==> config.mk <==
export PLATFORM = sky130hd
export DESIGN_NAME = task_scheduler_four_policy_core_flat
export DESIGN_NICKNAME = d
export VERILOG_FILES = /design/src/tsf_pkg.sv /design/src/tsf_if.sv /design/src/tsf_ram.sv /design/src/tsf_apb.sv /design/src/tsf_engine.sv /design/src/task_scheduler_four_policy_core.sv /design/src/flat_wrapper.sv
export SDC_FILE = /design/constraint.sdc
export NUM_CORES = 2
export LEC_CHECK = 0
export BUFFER_PORTS_ARGS = -buffer_cell sky130_fd_sc_hd__buf_2
export CAP_MARGIN = 20
export CORE_ASPECT_RATIO = 0.5
export CORE_MARGIN = 2
export CORE_UTILIZATION = 56
export DETAILED_ROUTE_END_ITERATION = 10
export PLACE_DENSITY = 0.84
export SKIP_CTS_REPAIR_TIMING = 1
export SYNTH_ARGS = -nofsm -noshare
export SYNTH_HDL_FRONTEND = slang
export SYNTH_SLANG_ARGS = --single-unit
==> constraint.sdc <==
create_clock -name i_clk -period 9.5 [get_ports i_clk]
set_input_delay 0 -clock i_clk [delete_from_list [all_inputs] [get_ports i_clk]]
set_output_delay 0 -clock i_clk [all_outputs]
set_load 0.03 [all_outputs]
==> src/tsf_pkg.sv <==
// ----------------------------------------------------------------------------
// tsf_pkg
// Shared types and constants for the four-policy task scheduler.
// ----------------------------------------------------------------------------
`default_nettype none
package tsf_pkg;

    localparam int NUM_TASKS = 16;
    localparam int IDX_W     = $clog2(NUM_TASKS);
    localparam int CNT_W     = $clog2(NUM_TASKS + 1);
    localparam int TIME_W    = 16;
    localparam int ID_W      = 4;
    localparam int PADDR_W   = 3;
    localparam int PDATA_W   = 32;

    // register byte addresses
    localparam logic [PADDR_W-1:0] REG_POLICY = PADDR_W'(0);

    typedef enum logic [1:0] {
        KIND_LOAD    = 2'd0,
        KIND_TICK    = 2'd1,
        KIND_RESTART = 2'd2,
        KIND_NONE    = 2'd3
    } t_kind;

    typedef enum logic [1:0] {
        POL_FCFS = 2'd0,
        POL_SPN  = 2'd1,
        POL_SRTN = 2'd2,
        POL_LLF  = 2'd3
    } t_policy;

    typedef enum logic [1:0] {
        ST_EMPTY = 2'd0,
        ST_READY = 2'd1,
        ST_DONE  = 2'd2,
        ST_DROP  = 2'd3
    } t_status;

    typedef enum logic {
        OUT_DONE = 1'b0,
        OUT_DROP = 1'b1
    } t_outcome;

    typedef enum logic [2:0] {
        S_IDLE,
        S_SCAN,
        S_FIN,
        S_FLUSH,
        S_CLR
    } t_state;

    // one task table word
    typedef struct packed {
        logic [TIME_W-1:0] arrival;
        logic [TIME_W-1:0] service;
        logic [TIME_W-1:0] deadline;
        logic [TIME_W-1:0] remaining;
    } t_entry;

    localparam int ENTRY_W = $bits(t_entry);

    // one report before the last flag is known
    typedef struct packed {
        logic [ID_W-1:0]   task_id;
        t_outcome          outcome;
        logic [TIME_W-1:0] wait_ticks;
        logic [TIME_W-1:0] turnaround_ticks;
    } t_rpt;

    // engine status seen by the top level
    typedef struct packed {
        logic busy;
        logic pend_v;
    } t_eng_stat;

endpackage
`default_nettype wire

==> src/tsf_if.sv <==
// ----------------------------------------------------------------------------
// tsf_if
// Valid/ready channels for task transactions and report transactions.
// ----------------------------------------------------------------------------
`default_nettype none
interface tsf_task_if;
    logic                          valid;
    logic                          ready;
    logic [1:0]                    kind;
    logic [3:0]                    entry_index;
    logic [tsf_pkg::TIME_W-1:0]    arrival;
    logic [tsf_pkg::TIME_W-1:0]    service;
    logic [tsf_pkg::TIME_W-1:0]    deadline;

    modport source  (output valid, kind, entry_index, arrival, service, deadline,
                     input ready);
    modport sink    (input valid, kind, entry_index, arrival, service, deadline,
                     output ready);
    // observe every signal, drive nothing
    modport monitor (input valid, ready, kind, entry_index, arrival, service, deadline);
endinterface

interface tsf_rpt_if;
    logic                          valid;
    logic                          ready;
    logic [3:0]                    task_id;
    logic                          outcome;
    logic [tsf_pkg::TIME_W-1:0]    wait_ticks;
    logic [tsf_pkg::TIME_W-1:0]    turnaround_ticks;
    logic                          last;

    modport source  (output valid, task_id, outcome, wait_ticks, turnaround_ticks, last,
                     input ready);
    modport sink    (input valid, task_id, outcome, wait_ticks, turnaround_ticks, last,
                     output ready);
    // observe every signal, drive nothing
    modport monitor (input valid, ready, task_id, outcome, wait_ticks, turnaround_ticks,
                     last);
endinterface
`default_nettype wire

==> src/tsf_ram.sv <==
// ----------------------------------------------------------------------------
// tsf_ram
// Generic simple dual-port RAM: one write port, one registered read port.
// ----------------------------------------------------------------------------
`default_nettype none
module tsf_ram #(
    parameter  int WIDTH = 8,
    parameter  int DEPTH = 16,
    localparam int AW    = (DEPTH > 1) ? $clog2(DEPTH) : 1
) (
    input  wire logic             i_clk,
    input  wire logic             i_we,
    input  wire logic [AW-1:0]    i_waddr,
    input  wire logic [WIDTH-1:0] i_wdata,
    input  wire logic             i_re,
    input  wire logic [AW-1:0]    i_raddr,
    output      logic [WIDTH-1:0] o_rdata
);

    logic [WIDTH-1:0] r_mem [DEPTH];

    // write port
    always_ff @(posedge i_clk) begin
        if (i_we) begin
            r_mem[i_waddr] <= i_wdata;
        end
    end

    // registered read, data held while read enable is low
    always_ff @(posedge i_clk) begin
        if (i_re) begin
            o_rdata <= r_mem[i_raddr];
        end
    end

endmodule
`default_nettype wire

==> src/tsf_apb.sv <==
// ----------------------------------------------------------------------------
// tsf_apb
// APB-style configuration port holding the scheduling policy register.
// ----------------------------------------------------------------------------
`default_nettype none
module tsf_apb (
    input  wire logic                          i_clk,
    input  wire logic                          i_rst_n,
    input  wire logic                          psel,
    input  wire logic                          penable,
    input  wire logic                          pwrite,
    input  wire logic [tsf_pkg::PADDR_W-1:0]   paddr,
    input  wire logic [tsf_pkg::PDATA_W-1:0]   pwdata,
    output      logic [tsf_pkg::PDATA_W-1:0]   prdata,
    output      logic                          pready,
    output      tsf_pkg::t_policy              o_policy
);

    tsf_pkg::t_policy r_policy;
    tsf_pkg::t_policy n_policy;
    logic             sel_policy;

    // decode on the register index bit, ignore byte offset
    assign sel_policy = (paddr[tsf_pkg::PADDR_W-1] == tsf_pkg::REG_POLICY[tsf_pkg::PADDR_W-1]);

    // take a write on the access phase
    always_comb begin
        n_policy = r_policy;
        if (psel && penable && pwrite && sel_policy) begin
            n_policy = tsf_pkg::t_policy'(pwdata[1:0]);
        end
    end

    always_ff @(posedge i_clk) begin
        if (!i_rst_n) begin
            r_policy <= tsf_pkg::POL_FCFS;
        end else begin
            r_policy <= n_policy;
        end
    end

    // read back
    always_comb begin
        prdata = '0;
        if (sel_policy) begin
            prdata = {{(tsf_pkg::PDATA_W-2){1'b0}}, r_policy};
        end
    end

    assign pready   = 1'b1;
    assign o_policy = r_policy;

endmodule
`default_nettype wire

==> src/tsf_engine.sv <==
// ----------------------------------------------------------------------------
// tsf_engine
// Task table sequencer: loads, restart sweep, per-tick slot scan and finish.
// ----------------------------------------------------------------------------
`default_nettype none
module tsf_engine (
    input  wire logic                 i_clk,
    input  wire logic                 i_rst_n,
    input  tsf_pkg::t_policy          i_policy,
    tsf_task_if.sink                  i_task,
    tsf_rpt_if.source                 o_rpt,
    output tsf_pkg::t_eng_stat        o_stat
);

    localparam int N  = tsf_pkg::NUM_TASKS;
    localparam int AW = tsf_pkg::IDX_W;
    localparam int CW = tsf_pkg::CNT_W;
    localparam int TW = tsf_pkg::TIME_W;

    // table memory
    logic                        ram_we;
    logic [AW-1:0]               ram_waddr;
    tsf_pkg::t_entry             ram_wdata;
    logic                        ram_re;
    logic [AW-1:0]               ram_raddr;
    logic [tsf_pkg::ENTRY_W-1:0] ram_rdata;

    tsf_ram #(
        .WIDTH (tsf_pkg::ENTRY_W),
        .DEPTH (N)
    ) u_table (
        .i_clk   (i_clk),
        .i_we    (ram_we),
        .i_waddr (ram_waddr),
        .i_wdata (ram_wdata),
        .i_re    (ram_re),
        .i_raddr (ram_raddr),
        .o_rdata (ram_rdata)
    );

    // control and state registers
    tsf_pkg::t_state   r_state,  n_state;
    tsf_pkg::t_status  r_status [N];
    tsf_pkg::t_status  n_status [N];
    logic [TW-1:0]     r_clock,  n_clock;
    logic              r_run_v,  n_run_v;
    logic [AW-1:0]     r_run_idx, n_run_idx;
    logic [CW-1:0]     r_ridx,   n_ridx;
    logic              r_ev,     n_ev;
    logic [AW-1:0]     r_eidx,   n_eidx;
    logic              r_found,  n_found;
    logic              r_keep,   n_keep;
    logic              r_pick_v, n_pick_v;
    logic [AW-1:0]     r_pidx,   n_pidx;
    tsf_pkg::t_entry   r_pw,     n_pw;
    logic [TW-1:0]     r_best,   n_best;
    logic              r_pend_v, n_pend_v;
    tsf_pkg::t_rpt     r_pend,   n_pend;
    logic              r_ov;
    tsf_pkg::t_rpt     r_out;
    logic              r_out_last;

    // push path into the output register
    logic              push;
    tsf_pkg::t_rpt     push_rpt;
    logic              push_last;
    logic              out_free;

    // slot evaluation
    tsf_pkg::t_entry   ev;
    logic              ev_ready;
    logic              ev_arr;
    logic              ev_late;
    logic [TW-1:0]     ev_key;
    logic              ev_pick;
    logic              ev_drop;
    logic [TW-1:0]     ev_best;
    logic              stall;

    // finish of a tick
    logic [TW-1:0]     rem1;
    logic [TW-1:0]     next_clk;
    logic [TW-1:0]     turn;
    logic [TW-1:0]     wait_t;
    logic              fin_done;
    logic              fin_hold;
    logic              run_v_a;
    logic [AW-1:0]     run_idx_a;

    logic              in_acc;
    logic              load_ok;
    logic [AW-1:0]     load_idx;
    logic              scan_end;

    assign out_free = !r_ov || o_rpt.ready;
    assign in_acc   = i_task.valid && i_task.ready;
    assign load_ok  = (32'(i_task.entry_index) < N);
    assign load_idx = AW'(i_task.entry_index);
    assign scan_end = !r_ev && (r_ridx == CW'(N));

    // evaluate the slot whose data sits on the read port
    always_comb begin
        ev       = tsf_pkg::t_entry'(ram_rdata);
        ev_ready = (r_status[r_eidx] == tsf_pkg::ST_READY);
        ev_arr   = (r_clock >= ev.arrival);
        ev_late  = ({1'b0, r_clock} + {1'b0, ev.remaining}) > {1'b0, ev.deadline};
        ev_key   = ev.deadline - ev.remaining;
        ev_pick  = 1'b0;
        ev_drop  = 1'b0;
        ev_best  = r_best;
        case (i_policy)
            tsf_pkg::POL_FCFS: begin
                ev_pick = !r_found && ev_ready && ev_arr;
            end
            tsf_pkg::POL_SPN: begin
                if (r_keep) begin
                    ev_pick = (r_eidx == r_run_idx);
                end else begin
                    ev_pick = ev_ready && ev_arr && (!r_pick_v || ev.service < r_best);
                    ev_best = ev.service;
                end
            end
            tsf_pkg::POL_SRTN: begin
                ev_pick = ev_ready && ev_arr && (!r_pick_v || ev.remaining < r_best);
                ev_best = ev.remaining;
            end
            default: begin
                ev_drop = ev_ready && ev_arr && ev_late;
                ev_pick = ev_ready && ev_arr && !ev_late && (!r_pick_v || ev_key < r_best);
                ev_best = ev_key;
            end
        endcase
        stall = (r_state == tsf_pkg::S_SCAN) && r_ev && ev_drop && r_pend_v && !out_free;
    end

    // finish arithmetic for the chosen slot
    always_comb begin
        rem1      = (r_pw.remaining == '0) ? '0 : r_pw.remaining - TW'(1);
        next_clk  = (r_clock == {TW{1'b1}}) ? r_clock : r_clock + TW'(1);
        turn      = next_clk - r_pw.arrival;
        wait_t    = (turn >= r_pw.service) ? turn - r_pw.service : '0;
        fin_done  = r_pick_v && (rem1 == '0);
        fin_hold  = fin_done && r_pend_v && !out_free;
        run_v_a   = r_run_v;
        run_idx_a = r_run_idx;
        if (i_policy == tsf_pkg::POL_SPN && !r_keep) begin
            run_v_a   = r_pick_v;
            run_idx_a = r_pidx;
        end
        if (fin_done && run_idx_a == r_pidx) begin
            run_v_a = 1'b0;
        end
    end

    // next state
    always_comb begin
        n_state = r_state;
        unique case (r_state)
            tsf_pkg::S_IDLE: begin
                if (in_acc && i_task.kind == tsf_pkg::KIND_TICK) begin
                    n_state = tsf_pkg::S_SCAN;
                end else if (in_acc && i_task.kind == tsf_pkg::KIND_RESTART) begin
                    n_state = tsf_pkg::S_CLR;
                end
            end
            tsf_pkg::S_SCAN: begin
                if (scan_end) begin
                    n_state = tsf_pkg::S_FIN;
                end
            end
            tsf_pkg::S_FIN: begin
                if (!fin_hold) begin
                    n_state = tsf_pkg::S_FLUSH;
                end
            end
            tsf_pkg::S_FLUSH: begin
                if (!r_pend_v || out_free) begin
                    n_state = tsf_pkg::S_IDLE;
                end
            end
            tsf_pkg::S_CLR: begin
                if (scan_end) begin
                    n_state = tsf_pkg::S_IDLE;
                end
            end
            default: n_state = tsf_pkg::S_IDLE;
        endcase
    end

    // datapath and memory controls
    always_comb begin
        n_status  = r_status;
        n_clock   = r_clock;
        n_run_v   = r_run_v;
        n_run_idx = r_run_idx;
        n_ridx    = r_ridx;
        n_ev      = r_ev;
        n_eidx    = r_eidx;
        n_found   = r_found;
        n_keep    = r_keep;
        n_pick_v  = r_pick_v;
        n_pidx    = r_pidx;
        n_pw      = r_pw;
        n_best    = r_best;
        n_pend_v  = r_pend_v;
        n_pend    = r_pend;
        ram_we    = 1'b0;
        ram_waddr = r_eidx;
        ram_wdata = ev;
        ram_re    = 1'b0;
        ram_raddr = r_ridx[AW-1:0];
        push      = 1'b0;
        push_rpt  = r_pend;
        push_last = 1'b0;

        case (r_state)
            // take loads directly; arm a tick scan or a restart sweep
            tsf_pkg::S_IDLE: begin
                if (in_acc) begin
                    case (i_task.kind)
                        tsf_pkg::KIND_LOAD: begin
                            if (load_ok) begin
                                ram_we    = 1'b1;
                                ram_waddr = load_idx;
                                ram_wdata = '{arrival:   i_task.arrival,
                                              service:   i_task.service,
                                              deadline:  i_task.deadline,
                                              remaining: i_task.service};
                                n_status[load_idx] = tsf_pkg::ST_READY;
                                if (r_run_v && r_run_idx == load_idx) begin
                                    n_run_v = 1'b0;
                                end
                            end
                        end
                        tsf_pkg::KIND_TICK: begin
                            n_ridx   = '0;
                            n_ev     = 1'b0;
                            n_found  = 1'b0;
                            n_pick_v = 1'b0;
                            n_keep   = (i_policy == tsf_pkg::POL_SPN) && r_run_v &&
                                       (r_status[r_run_idx] == tsf_pkg::ST_READY);
                        end
                        tsf_pkg::KIND_RESTART: begin
                            for (int i = 0; i < N; i++) begin
                                if (r_status[i] != tsf_pkg::ST_EMPTY) begin
                                    n_status[i] = tsf_pkg::ST_READY;
                                end
                            end
                            n_clock = '0;
                            n_run_v = 1'b0;
                            n_ridx  = '0;
                            n_ev    = 1'b0;
                        end
                        default: begin
                        end
                    endcase
                end
            end

            // one slot per cycle; hold on a drop report that cannot move
            tsf_pkg::S_SCAN: begin
                if (!stall) begin
                    if (r_ev) begin
                        if (i_policy == tsf_pkg::POL_FCFS && ev_ready) begin
                            n_found = 1'b1;
                        end
                        if (ev_pick) begin
                            n_pick_v = 1'b1;
                            n_pidx   = r_eidx;
                            n_pw     = ev;
                            n_best   = ev_best;
                        end
                        if (ev_drop) begin
                            n_status[r_eidx] = tsf_pkg::ST_DROP;
                            if (r_run_v && r_run_idx == r_eidx) begin
                                n_run_v = 1'b0;
                            end
                            if (r_pend_v) begin
                                push = 1'b1;
                            end
                            n_pend_v = 1'b1;
                            n_pend   = '{task_id: tsf_pkg::ID_W'(r_eidx),
                                         outcome: tsf_pkg::OUT_DROP,
                                         wait_ticks: '0, turnaround_ticks: '0};
                        end
                    end
                    ram_re = (r_ridx != CW'(N));
                    n_ev   = ram_re;
                    n_eidx = r_ridx[AW-1:0];
                    n_ridx = r_ridx + CW'(ram_re);
                end
            end

            // charge the chosen slot and advance the clock
            tsf_pkg::S_FIN: begin
                if (!fin_hold) begin
                    n_clock   = next_clk;
                    n_run_v   = run_v_a;
                    n_run_idx = run_idx_a;
                    if (r_pick_v) begin
                        ram_we    = 1'b1;
                        ram_waddr = r_pidx;
                        ram_wdata = '{arrival:   r_pw.arrival,
                                      service:   r_pw.service,
                                      deadline:  r_pw.deadline,
                                      remaining: rem1};
                    end
                    if (fin_done) begin
                        n_status[r_pidx] = tsf_pkg::ST_DONE;
                        if (r_pend_v) begin
                            push = 1'b1;
                        end
                        n_pend_v = 1'b1;
                        n_pend   = '{task_id: tsf_pkg::ID_W'(r_pidx),
                                     outcome: tsf_pkg::OUT_DONE,
                                     wait_ticks: wait_t, turnaround_ticks: turn};
                    end
                end
            end

            // release the held report as the last one of this tick
            tsf_pkg::S_FLUSH: begin
                if (r_pend_v && out_free) begin
                    push      = 1'b1;
                    push_last = 1'b1;
                    n_pend_v  = 1'b0;
                end
            end

            // restart sweep: read a slot, write it back with full remaining time
            tsf_pkg::S_CLR: begin
                ram_re = (r_ridx != CW'(N));
                n_ev   = ram_re;
                n_eidx = r_ridx[AW-1:0];
                n_ridx = r_ridx + CW'(ram_re);
                if (r_ev) begin
                    ram_we    = 1'b1;
                    ram_waddr = r_eidx;
                    ram_wdata = '{arrival:   ev.arrival,
                                  service:   ev.service,
                                  deadline:  ev.deadline,
                                  remaining: ev.service};
                end
            end

            default: begin
            end
        endcase
    end

    // control registers
    always_ff @(posedge i_clk) begin
        if (!i_rst_n) begin
            r_state  <= tsf_pkg::S_IDLE;
            r_clock  <= '0;
            r_run_v  <= 1'b0;
            r_ev     <= 1'b0;
            r_pend_v <= 1'b0;
            r_ov     <= 1'b0;
            for (int i = 0; i < N; i++) begin
                r_status[i] <= tsf_pkg::ST_EMPTY;
            end
        end else begin
            r_state  <= n_state;
            r_clock  <= n_clock;
            r_run_v  <= n_run_v;
            r_ev     <= n_ev;
            r_pend_v <= n_pend_v;
            r_status <= n_status;
            if (push) begin
                r_ov <= 1'b1;
            end else if (o_rpt.ready) begin
                r_ov <= 1'b0;
            end
        end
    end

    // payload and scan registers
    always_ff @(posedge i_clk) begin
        r_run_idx <= n_run_idx;
        r_ridx    <= n_ridx;
        r_eidx    <= n_eidx;
        r_found   <= n_found;
        r_keep    <= n_keep;
        r_pick_v  <= n_pick_v;
        r_pidx    <= n_pidx;
        r_pw      <= n_pw;
        r_best    <= n_best;
        r_pend    <= n_pend;
        if (push) begin
            r_out      <= push_rpt;
            r_out_last <= push_last;
        end
    end

    // ports
    assign i_task.ready           = (r_state == tsf_pkg::S_IDLE);
    assign o_rpt.valid            = r_ov;
    assign o_rpt.task_id          = r_out.task_id;
    assign o_rpt.outcome          = r_out.outcome;
    assign o_rpt.wait_ticks       = r_out.wait_ticks;
    assign o_rpt.turnaround_ticks = r_out.turnaround_ticks;
    assign o_rpt.last             = r_out_last;
    assign o_stat.busy            = (r_state != tsf_pkg::S_IDLE);
    assign o_stat.pend_v          = r_pend_v;

endmodule
`default_nettype wire

==> src/task_scheduler_four_policy_core.sv <==
// ----------------------------------------------------------------------------
// task_scheduler_four_policy_core
// Tick-driven task table scheduler with FCFS, SPN, SRTN and least-laxity.
// ----------------------------------------------------------------------------
//  channel   dir   handshake        payload
//  i_task    in    valid/ready      kind, entry_index, arrival, service, deadline
//  o_rpt     out   valid/ready      task_id, outcome, wait_ticks, turnaround_ticks, last
//  apb       in    psel/penable     policy register at byte address 0
//
//  A load is written directly from idle. A tick holds the input off after it is
//  accepted, through the scan (one table read per slot through the single read
//  port, plus fill and drain), the finish state and the flush state.
//  A restart sweeps the table.
//  A full report register that is not taken stretches a tick.
//  Reset clears the slot status, the clock, the running slot and the policy.
// ----------------------------------------------------------------------------
`default_nettype none
module task_scheduler_four_policy_core (
    input  wire logic                          i_clk,
    input  wire logic                          i_rst_n,
    tsf_task_if.sink                           i_task,
    tsf_rpt_if.source                          o_rpt,
    input  wire logic                          psel,
    input  wire logic                          penable,
    input  wire logic                          pwrite,
    input  wire logic [tsf_pkg::PADDR_W-1:0]   paddr,
    input  wire logic [tsf_pkg::PDATA_W-1:0]   pwdata,
    output      logic [tsf_pkg::PDATA_W-1:0]   prdata,
    output      logic                          pready
);

    tsf_pkg::t_policy   policy;
    tsf_pkg::t_eng_stat stat;

    // configuration register
    tsf_apb u_apb (
        .i_clk    (i_clk),
        .i_rst_n  (i_rst_n),
        .psel     (psel),
        .penable  (penable),
        .pwrite   (pwrite),
        .paddr    (paddr),
        .pwdata   (pwdata),
        .prdata   (prdata),
        .pready   (pready),
        .o_policy (policy)
    );

    // scheduler engine
    tsf_engine u_engine (
        .i_clk    (i_clk),
        .i_rst_n  (i_rst_n),
        .i_policy (policy),
        .i_task   (i_task),
        .o_rpt    (o_rpt),
        .o_stat   (stat)
    );

    // a tick transaction always starts a scan
    a_tick_busy: assert property (@(posedge i_clk) disable iff (!i_rst_n)
        (i_task.valid && i_task.ready && i_task.kind == tsf_pkg::KIND_TICK) |=> stat.busy)
        else $error("tick accepted without starting a scan");

    // no report is left behind once the engine is idle
    a_idle_flushed: assert property (@(posedge i_clk) disable iff (!i_rst_n)
        !stat.busy |-> !stat.pend_v)
        else $error("held report while idle");

    // dropped tasks carry no timing
    a_drop_zero: assert property (@(posedge i_clk) disable iff (!i_rst_n)
        (o_rpt.valid && o_rpt.outcome == tsf_pkg::OUT_DROP) |->
            (o_rpt.wait_ticks == '0 && o_rpt.turnaround_ticks == '0))
        else $error("drop report with nonzero timing");

endmodule
`default_nettype wire

==> src/flat_wrapper.sv <==
// flat-port wrapper written by rule: the top's interface ports become plain ports
module task_scheduler_four_policy_core_flat 
  (i_clk, i_rst_n, psel, penable, pwrite, paddr, pwdata, prdata, pready, i_task_valid, i_task_kind, i_task_entry_index, i_task_arrival, i_task_service, i_task_deadline, i_task_ready, o_rpt_valid, o_rpt_task_id, o_rpt_outcome, o_rpt_wait_ticks, o_rpt_turnaround_ticks, o_rpt_last, o_rpt_ready);
  tsf_task_if i_task_i ();
  tsf_rpt_if o_rpt_i ();
  input  wire logic i_clk;
  input  wire logic i_rst_n;
  input  wire logic psel;
  input  wire logic penable;
  input  wire logic pwrite;
  input  wire logic [tsf_pkg::PADDR_W-1:0] paddr;
  input  wire logic [tsf_pkg::PDATA_W-1:0] pwdata;
  output      logic [tsf_pkg::PDATA_W-1:0] prdata;
  output      logic pready;
  input wire logic [$bits(i_task_i.valid)-1:0] i_task_valid;
  input wire logic [$bits(i_task_i.kind)-1:0] i_task_kind;
  input wire logic [$bits(i_task_i.entry_index)-1:0] i_task_entry_index;
  input wire logic [$bits(i_task_i.arrival)-1:0] i_task_arrival;
  input wire logic [$bits(i_task_i.service)-1:0] i_task_service;
  input wire logic [$bits(i_task_i.deadline)-1:0] i_task_deadline;
  output wire logic [$bits(i_task_i.ready)-1:0] i_task_ready;
  output wire logic [$bits(o_rpt_i.valid)-1:0] o_rpt_valid;
  output wire logic [$bits(o_rpt_i.task_id)-1:0] o_rpt_task_id;
  output wire logic [$bits(o_rpt_i.outcome)-1:0] o_rpt_outcome;
  output wire logic [$bits(o_rpt_i.wait_ticks)-1:0] o_rpt_wait_ticks;
  output wire logic [$bits(o_rpt_i.turnaround_ticks)-1:0] o_rpt_turnaround_ticks;
  output wire logic [$bits(o_rpt_i.last)-1:0] o_rpt_last;
  input wire logic [$bits(o_rpt_i.ready)-1:0] o_rpt_ready;
  assign i_task_i.valid = i_task_valid;
  assign i_task_i.kind = i_task_kind;
  assign i_task_i.entry_index = i_task_entry_index;
  assign i_task_i.arrival = i_task_arrival;
  assign i_task_i.service = i_task_service;
  assign i_task_i.deadline = i_task_deadline;
  assign i_task_ready = i_task_i.ready;
  assign o_rpt_valid = o_rpt_i.valid;
  assign o_rpt_task_id = o_rpt_i.task_id;
  assign o_rpt_outcome = o_rpt_i.outcome;
  assign o_rpt_wait_ticks = o_rpt_i.wait_ticks;
  assign o_rpt_turnaround_ticks = o_rpt_i.turnaround_ticks;
  assign o_rpt_last = o_rpt_i.last;
  assign o_rpt_i.ready = o_rpt_ready;
  task_scheduler_four_policy_core u_core (.i_clk(i_clk), .i_rst_n(i_rst_n), .i_task(i_task_i), .o_rpt(o_rpt_i), .psel(psel), .penable(penable), .pwrite(pwrite), .paddr(paddr), .pwdata(pwdata), .prdata(prdata), .pready(pready));
endmodule
=== Word-level counts from Yosys, hierarchy flattened ===
Memories as Yosys holds them, arrays and structs flattened. A register that Yosys moved wholly into a read port is not among the register bits.
Index checks and enable logic that the tools add are counted.

* Flip-flop bits (word level): 232
* Bits in writable memories: 1024
* Bits of input ports: 96
* Output and inout port bits: 73
* Word-level logic and storage cells: 372
* Memories kept: 1

{| class="wikitable"
|+ Memories
! memory !! words !! bits a word !! rd ports !! clocked after memory_dff !! wr ports !! RTL line !! RTL
|-
| u_core.u_engine.u_table.r_mem || 16 || 64 || 1 || 1 || 1 || tsf_ram.sv:20 || <nowiki>logic [WIDTH-1:0] r_mem [DEPTH];</nowiki>
|}

* $add $sub $neg: 7
* $lt $le $gt $ge: 13
* Equal/unequal tests: 54
* Multiplexer cells: 132
* Bitwise operators: 15
* Reductions and logical operators: 106

{| class="wikitable"
|+ Operators by type and width
! cell !! count
|-
| 64-bit 2-to-1 mux || 4
|-
| 32-bit 2-to-1 mux || 6
|-
| 64-bit one-hot mux with 3 select lines || 1
|-
| 37-bit 2-to-1 mux || 5
|-
| 9-bit AND reduction || 16
|-
| 16-bit 2-to-1 mux || 8
|-
| 32-bit one-hot mux with 3 select lines || 1
|-
| 37-bit one-hot mux with 2 select lines || 1
|-
| 32-bit one-hot mux with 2 select lines || 1
|-
| 16-bit < comparator || 3
|-
| 2-bit 2-to-1 mux || 24
|-
| 3-bit by 2-bit != test with 1-bit output, second input constant || 16
|-
| 16-bit one-hot mux with 3 select lines || 1
|-
| 16-bit subtractor || 3
|-
| 1-bit 2-to-1 mux || 45
|-
| 2-bit nonzero test || 21
|-
| 1-bit logical AND || 33
|-
| 16-bit bitwise AND || 2
|-
| 16-bit >= comparator || 2
|-
| 16-bit zero test || 2
|-
| 16-bit inverter || 2
|-
| 16-bit OR || 2
|-
| 32-bit OR || 1
|-
| 16-bit one-hot mux with 2 select lines || 1
|-
| 46 further kinds || 126
|}

=== Longest topological paths before layout ===
* Word-level depth: 14
* Gate-level depth with buffers: 27

=== Hierarchy ===
Synthesis repeated with hierarchy kept, for this count alone.

* Cells, all modules: 3666
* Area, all modules: 58443.6 um^2

{| class="wikitable"
|+ By module, submodules not included
! module !! times used !! cells each !! area an instance (um^2)
|-
| tsf_ram || 1 || 1647 || 40222.3
|-
| tsf_engine || 1 || 1975 || 17874.6
|-
| tsf_apb || 1 || 44 || 346.6
|}

=== Worst setup path after synthesis ===
Ideal clock, no wire load.

* Path kind: reg2reg
* Start: register u_core.u_engine.r_pw[2] in the netlist's numbering
* End: memory u_core.u_engine.u_table.r_mem[1][0] in the netlist's numbering (enable)
* Setup time: 0.644 ns
* Arrival: 8.984 ns
* Data required time: 8.856 ns
* Path slack: -0.128 ns
* Cell stages (with the launch flop): 11
* Path buffers: 1
* Period minus slack after synthesis: 9.628 ns
* Cells stage by stage: edfxtp_1 > nor4_1 > nand3_1 > nor3_1 > mux2_2 > or3b_4 > o21ai_4 > o21ai_1 > or3b_1 > buf_2 > nor4_1

* Cells in the longest elaborated chain, start to end: 10

{| class="wikitable"
|+ Ends and longest elaborated chain
! element !! RTL line !! RTL
|-
| from (decl) || tsf_engine.sv:55 || <nowiki>tsf_pkg::t_entry r_pw, n_pw;</nowiki>
|-
| from (signal assigned) || tsf_engine.sv:387 || <nowiki>r_pw <= n_pw;</nowiki>
|-
| 16-bit by 1-bit subtractor with 16-bit output / 16-bit zero test (equally long branches) || tsf_engine.sv:138 || <nowiki>rem1 = (r_pw.remaining == '0) ? '0 : r_pw.remaining - TW'(1);</nowiki>
|-
| 16-bit 2-to-1 mux (*) || tsf_engine.sv:138 ||
|-
| 16-bit zero test (*) || tsf_engine.sv:142 || <nowiki>fin_done = r_pick_v && (rem1 == '0);</nowiki>
|-
| 1-bit logical AND (*) || tsf_engine.sv:142 ||
|-
| 1-bit logical AND (*) (2 in series) || tsf_engine.sv:143 || <nowiki>fin_hold = fin_done && r_pend_v && !out_free;</nowiki>
|-
| 1-bit 2-to-1 mux || tsf_engine.sv:296 || <nowiki>if (!fin_hold) begin</nowiki>
|-
| 1-bit one-hot mux with 3 select lines || tsf_engine.sv:216 || <nowiki>case (r_state)</nowiki>
|-
| 1-bit 2-to-1 mux || tsf_ram.sv:24 || <nowiki>if (i_we) begin</nowiki>
|-
| 1-bit 2-to-1 mux (implied by the code) || tsf_ram.sv:25 || <nowiki>r_mem[i_waddr] <= i_wdata;</nowiki>
|-
| to (decl) || tsf_ram.sv:20 ||
|}

Every way passes the cells marked *; elsewhere a longest branch is shown, timed or not.

=== Final worst setup path ===
* Start: register u_core.u_engine.u_table.o_rdata[2] (read register of u_core.u_engine.u_table.r_mem)
* End: register u_core.u_engine.u_table.o_rdata[5] (read register of u_core.u_engine.u_table.r_mem) (enable)

* Cells in the longest elaborated chain, start to end: 9

{| class="wikitable"
|+ Ends and longest elaborated chain
! element !! RTL line !! RTL
|-
| from (decl) || tsf_ram.sv:17 || <nowiki>output logic [WIDTH-1:0] o_rdata</nowiki>
|-
| 16-bit by 16-bit adder with 17-bit output || tsf_engine.sv:106 || <nowiki>ev_late = ({1'b0, r_clock} + {1'b0, ev.remaining}) > {1'b0, ev.deadline};</nowiki>
|-
| 17-bit by 16-bit > comparator with 1-bit output || tsf_engine.sv:106 ||
|-
| 1-bit logical AND || tsf_engine.sv:128 || <nowiki>ev_drop = ev_ready && ev_arr && ev_late;</nowiki>
|-
| 1-bit 2-to-1 mux || tsf_engine.sv:111 || <nowiki>case (i_policy)</nowiki>
|-
| 1-bit logical AND (3 in series) || tsf_engine.sv:133 || <nowiki>stall = (r_state == tsf_pkg::S_SCAN) && r_ev && ev_drop && r_pend_v && !out_free;</nowiki>
|-
| 1-bit 2-to-1 mux || tsf_engine.sv:262 || <nowiki>if (!stall) begin</nowiki>
|-
| 1-bit one-hot mux with 2 select lines || tsf_engine.sv:216 ||
|-
| named net u_core.u_engine.ram_re || tsf_engine.sv:24 || <nowiki>logic ram_re;</nowiki>
|}

The timed path passes the listed nets, and every way through them passes these cells.
A chain may end at the register's enable or synchronous reset.

==> results.py <==
metrics = {
    "run_status": {
        "outcome": "complete, but fails checks",
        "violations": "negative hold slack",
    },
    "worst_setup_path": {
        "critPathKind": "reg -> reg",
        "cp-start-kind": "flip-flop",
        "slowest_stage": "a221oi_1",
        "timing.critical_path.slowest_cell_delay_ns": 1.04,
        "endpoint_kind": "flip-flop",
        "required_ns": 9.86,
        "crit_path_max_fanout": 40,
        "worstPathCellList": "ha_1 -> a21oi_1 -> nor2b_1 -> o21ai_0 -> a21boi_0 -> a211oi_1 -> o41ai_1 -> a21oi_1 -> xnor2_1 -> ha_1 -> nor4_1 -> nand4_1 -> a32o_1 -> a221oi_1 -> a2111oi_0 -> buf_4 -> nor2_1 -> and2_4 -> buf_4",
        "critical_path_arrival_ns": 8.40,
    },
    "yosys": {
        "yosysMostFrequentCell": "edfxtp_1",
        "yosysTopAreaCell": "edfxtp_1",
        "ys_seq_elements": 1320,
        "synth-xor-area-share_pct": 1.30,
        "synth.area.top_cells": "edfxtp_1 65%, mux4_2 13%, ha_1 3.2%, dfxtp_1 2.0%, a21oi_1 1.6%",
        "netlist.area_leader.share_pct": 64.8,
        "synth_mux_area_share_pct": 13.0,
        "synth_compound_area_share_pct": 7.30,
        "seq_area_frac_synth_pct": 66.8,
        "synth_ff_type": "edfxtp_1",
        "synth_edf_count": 1263,
        "yosys_warnings": 0,
        "synth_common_cells": "1263 x edfxtp_1, 326 x mux4_2, 225 x nor2_1",
        "synthSimpleGateAreaFrac_pct": 5.64,
        "syn_inst": 3597,
        "synth_top_family_by_area": "multiplexers",
        "synth_fa_ha_area_share_pct": 3.37,
        "async_flop_share_pct": 0,
        "ys_types": 84,
        "synth_area_um2": 58500,
        "avgSynthCellArea_um2": 16.3,
    },
    "place": {
        "hpwl_um": 94300,
        "dp.cells": 4986,
        "place_area_um2": 60800,
        "place_ws_ns": 2.45,
        "gp_congestion": 0.984,
        "io_buffer_count": 105,
    },
    "final_layout": {
        "finalNonFillerCells": 5249,
        "final_area_um2": 65200,
        "syn2layout_area_growth_pct": 11.4,
        "num-fill-cells": 6656,
        "drive_gt1_share_pct": 21.0,
        "fin_nets": 3998,
    },
    "power_and_ir_drop": {
        "internal_power_uw": 13700,
        "ir_drop_mv": 0.324,
        "power_frac_comb_pct": 34.7,
        "swShare_pct": 35.2,
        "clkPwrFrac_pct": 23.6,
        "pwr-share-seq_pct": 41.7,
        "p_leak_uw": 0.0218,
        "power_density_nw_per_um2": 323,
        "power.switching_uw": 7410,
    },
    "sta": {
        "hold-worst-slack_ns": -0.0544,
        "fmax_ghz": 0.124,
        "setup_violations": 0,
        "fin_crit_ns": 8.04,
        "maxSlewHeadroom_pct": 18.0,
        "slew_violations": 0,
        "finClkSkew_ns": 0.0840,
        "rsz0062_at_grt": "false",
        "fin_ws_ns": 1.46,
        "tightestPinTransition_ns": 1.23,
        "fin_crit_sh_pct": 84.6,
        "hold_viol_final": 48,
    },
    "floorplanning": {
        "start_util_pct": 56.7,
        "io_pins": 169,
        "coreArea_um2": 103000,
        "die_h_um": 233,
        "rows": 83,
        "die_w_um": 461,
        "dieArea_um2": 107000,
    },
    "clocking": {
        "cts_buffer_depth": 3,
        "insertion_delay_ns": 0.78,
        "cts_tree": "yes",
        "clock_sinks": 1320,
        "numCtsBuffers": 108,
        "clkTransAtPathRegs_ns": 0.07,
        "root_buffer": "clkbuf_16",
        "htree_levels": 3,
    },
    "global_routing": {
        "gr-total-overflow": 0,
        "grt_pass1_wl_um": 249000,
        "grt_max_degree": 110,
        "antenna_found_initial": 14,
        "grt_usage_pct": 32.3,
        "grt_pass1_vias": 36400,
    },
    "routing": {
        "drt_iter0_drc": 6765,
        "viasPerCell": 7.18,
        "vias": 37700,
        "drc": 0,
        "dr.pass1.iters": 8,
        "ant_nets": 0,
        "finalWirelength_um": 174000,
        "routedWlPerCell_um": 33.2,
    },
    "run": {
        "timing.max_cap.violations": 0,
    },
    "worst_hold_path": {
        "hold_path.class": "in -> reg",
    },
}
==> through the flow <==
stage / total power [µW] / util [%] / TNS, ns
finish: 21100 / 63.2 / 0
global route: 21700 / 63.2 / 0
CTS: 20600 / 62.7 / 0
detailed placement: 15500 / 59.0 / 0
global placement: 15100 / 58.9 / 0
floorplan: 13300 / - / -49.06
==> per-layer routing <==
layer | global-route usage, % | up-vias | share of wire [%]
li1 | - | 14600 | -
met1 | 42.3 | 18600 | 34
met2 | 49.0 | 3726 | 45
met3 | 10.2 | 762 | 15
met4 | 16.4 | 8 | 6.0
met5 | 0 | - | 0.033
==> cell usage in the layout (no fill, tap or decap), types with 17 or more instances in the layout <==
cell / instances
a21o_1: 26
a21oi_1: 190
a221oi_1: 47
and2_1: 19
and3_1: 20
buf_2: 105
buf_4: 99
bufinv_16: 21
clkbuf_16: 108
clkinv_1: 17
conb_1: 31
dfxtp_1: 57
dlygate4sd3_1: 21
edfxtp_1: 1263
ha_1: 151
inv_1: 149
mux2i_1: 21
mux4_2: 326
nand2_1: 114
nand2b_1: 22
nand3_1: 40
nor2_1: 223
nor2b_1: 40
nor3_1: 79
o21a_1: 28
o21ai_0: 155
o221a_2: 35
o31a_1: 21
xnor2_1: 55
xor2_1: 32
==> critical path: cells and delay by family, from the launching register on <==
kind	cells	cell delay, ns
and+or+nand+nor	5	2.00
xor gates and xnor gates	1	0.14
DFF	1	0.66
buffers and inverters	2	0.79
adders and majority gates	2	0.70
AOI/OAI and AO/OA	9	3.25
==> path summary, 6_finish.rpt <==
path,startpoint,to,slack [ns],cells after the start
setup reg to reg,u_core.u_engine.u_table.o_rdata[2],u_core.u_engine.u_table.o_rdata[5],1.46,19
hold reg to reg,u_core.u_engine.push_rpt[3],u_core.u_engine.o_rpt.turnaround_ticks[3],0.42,0
hold / removal,i_task_service[10],u_core.u_engine.u_table.r_mem[6][42],-0.05,3
setup / recovery,u_core.u_engine.u_table.o_rdata[2],u_core.u_engine.u_table.o_rdata[5],1.46,19
==> cell type report <==
type / count / area (µm²) / area share [%]
Clock inverter: 82 / 1120 / 1.71
Clock buffer: 121 / 2760 / 4.24
Timing Repair Buffer: 234 / 1650 / 2.52
Tap cell: 1402 / 1750 / 2.69
Inverter: 150 / 563 / 0.864
Multi-Input combinational cell: 1933 / 18300 / 28.0
Antenna cell: 7 / 17.5 / 0.0269
Sequential cell: 1320 / 39100 / 59.9
==> power groups by stage <==
| stage | Combinational (µW) | Clock (µW) | Sequential, µW |
|---|---|---|---|
| final | 7320 | 4980 | 8780 |
| after detailed placement | 6650 | 0 | 8840 |
| after global routing | 7710 | 5180 | 8770 |
| after global placement | 6290 | 0 | 8800 |
| after floorplan | 4760 | 0 | 8550 |
| after CTS | 6880 | 4980 | 8740 |
==> registers in the layout, summed over array words and instances (netlist names), 4 cells and up <==
register / flops
u_core.u_engine.u_table.o_rdata: 64
u_core.u_engine.o_rpt.wait_ticks: 16
u_core.u_engine.r_eidx: 4
u_core.u_engine.r_clock: 16
u_core.u_engine.u_table.r_mem: 1024
u_core.u_engine.push_rpt: 37
u_core.u_engine.r_ridx: 5
u_core.u_engine.o_rpt.task_id: 4
u_core.u_engine.o_rpt.turnaround_ticks: 16
u_core.u_engine.r_pidx: 4
u_core.u_engine.r_best: 16
u_core.u_engine.r_status: 32
u_core.u_engine.r_run_idx: 4
u_core.u_engine.r_pw: 64
==> logic make-up after synthesis <==
logic type	count (synthesis)
multiplexers	351
AO/OA/AOI/OAI	642
AND/OR/NAND/NOR	667
other	2
buffers and inverters	373
flip-flops	1320
adder cells (fa/ha/maj)	155
XOR/XNOR	87
(Power assumes the default switching activity.)
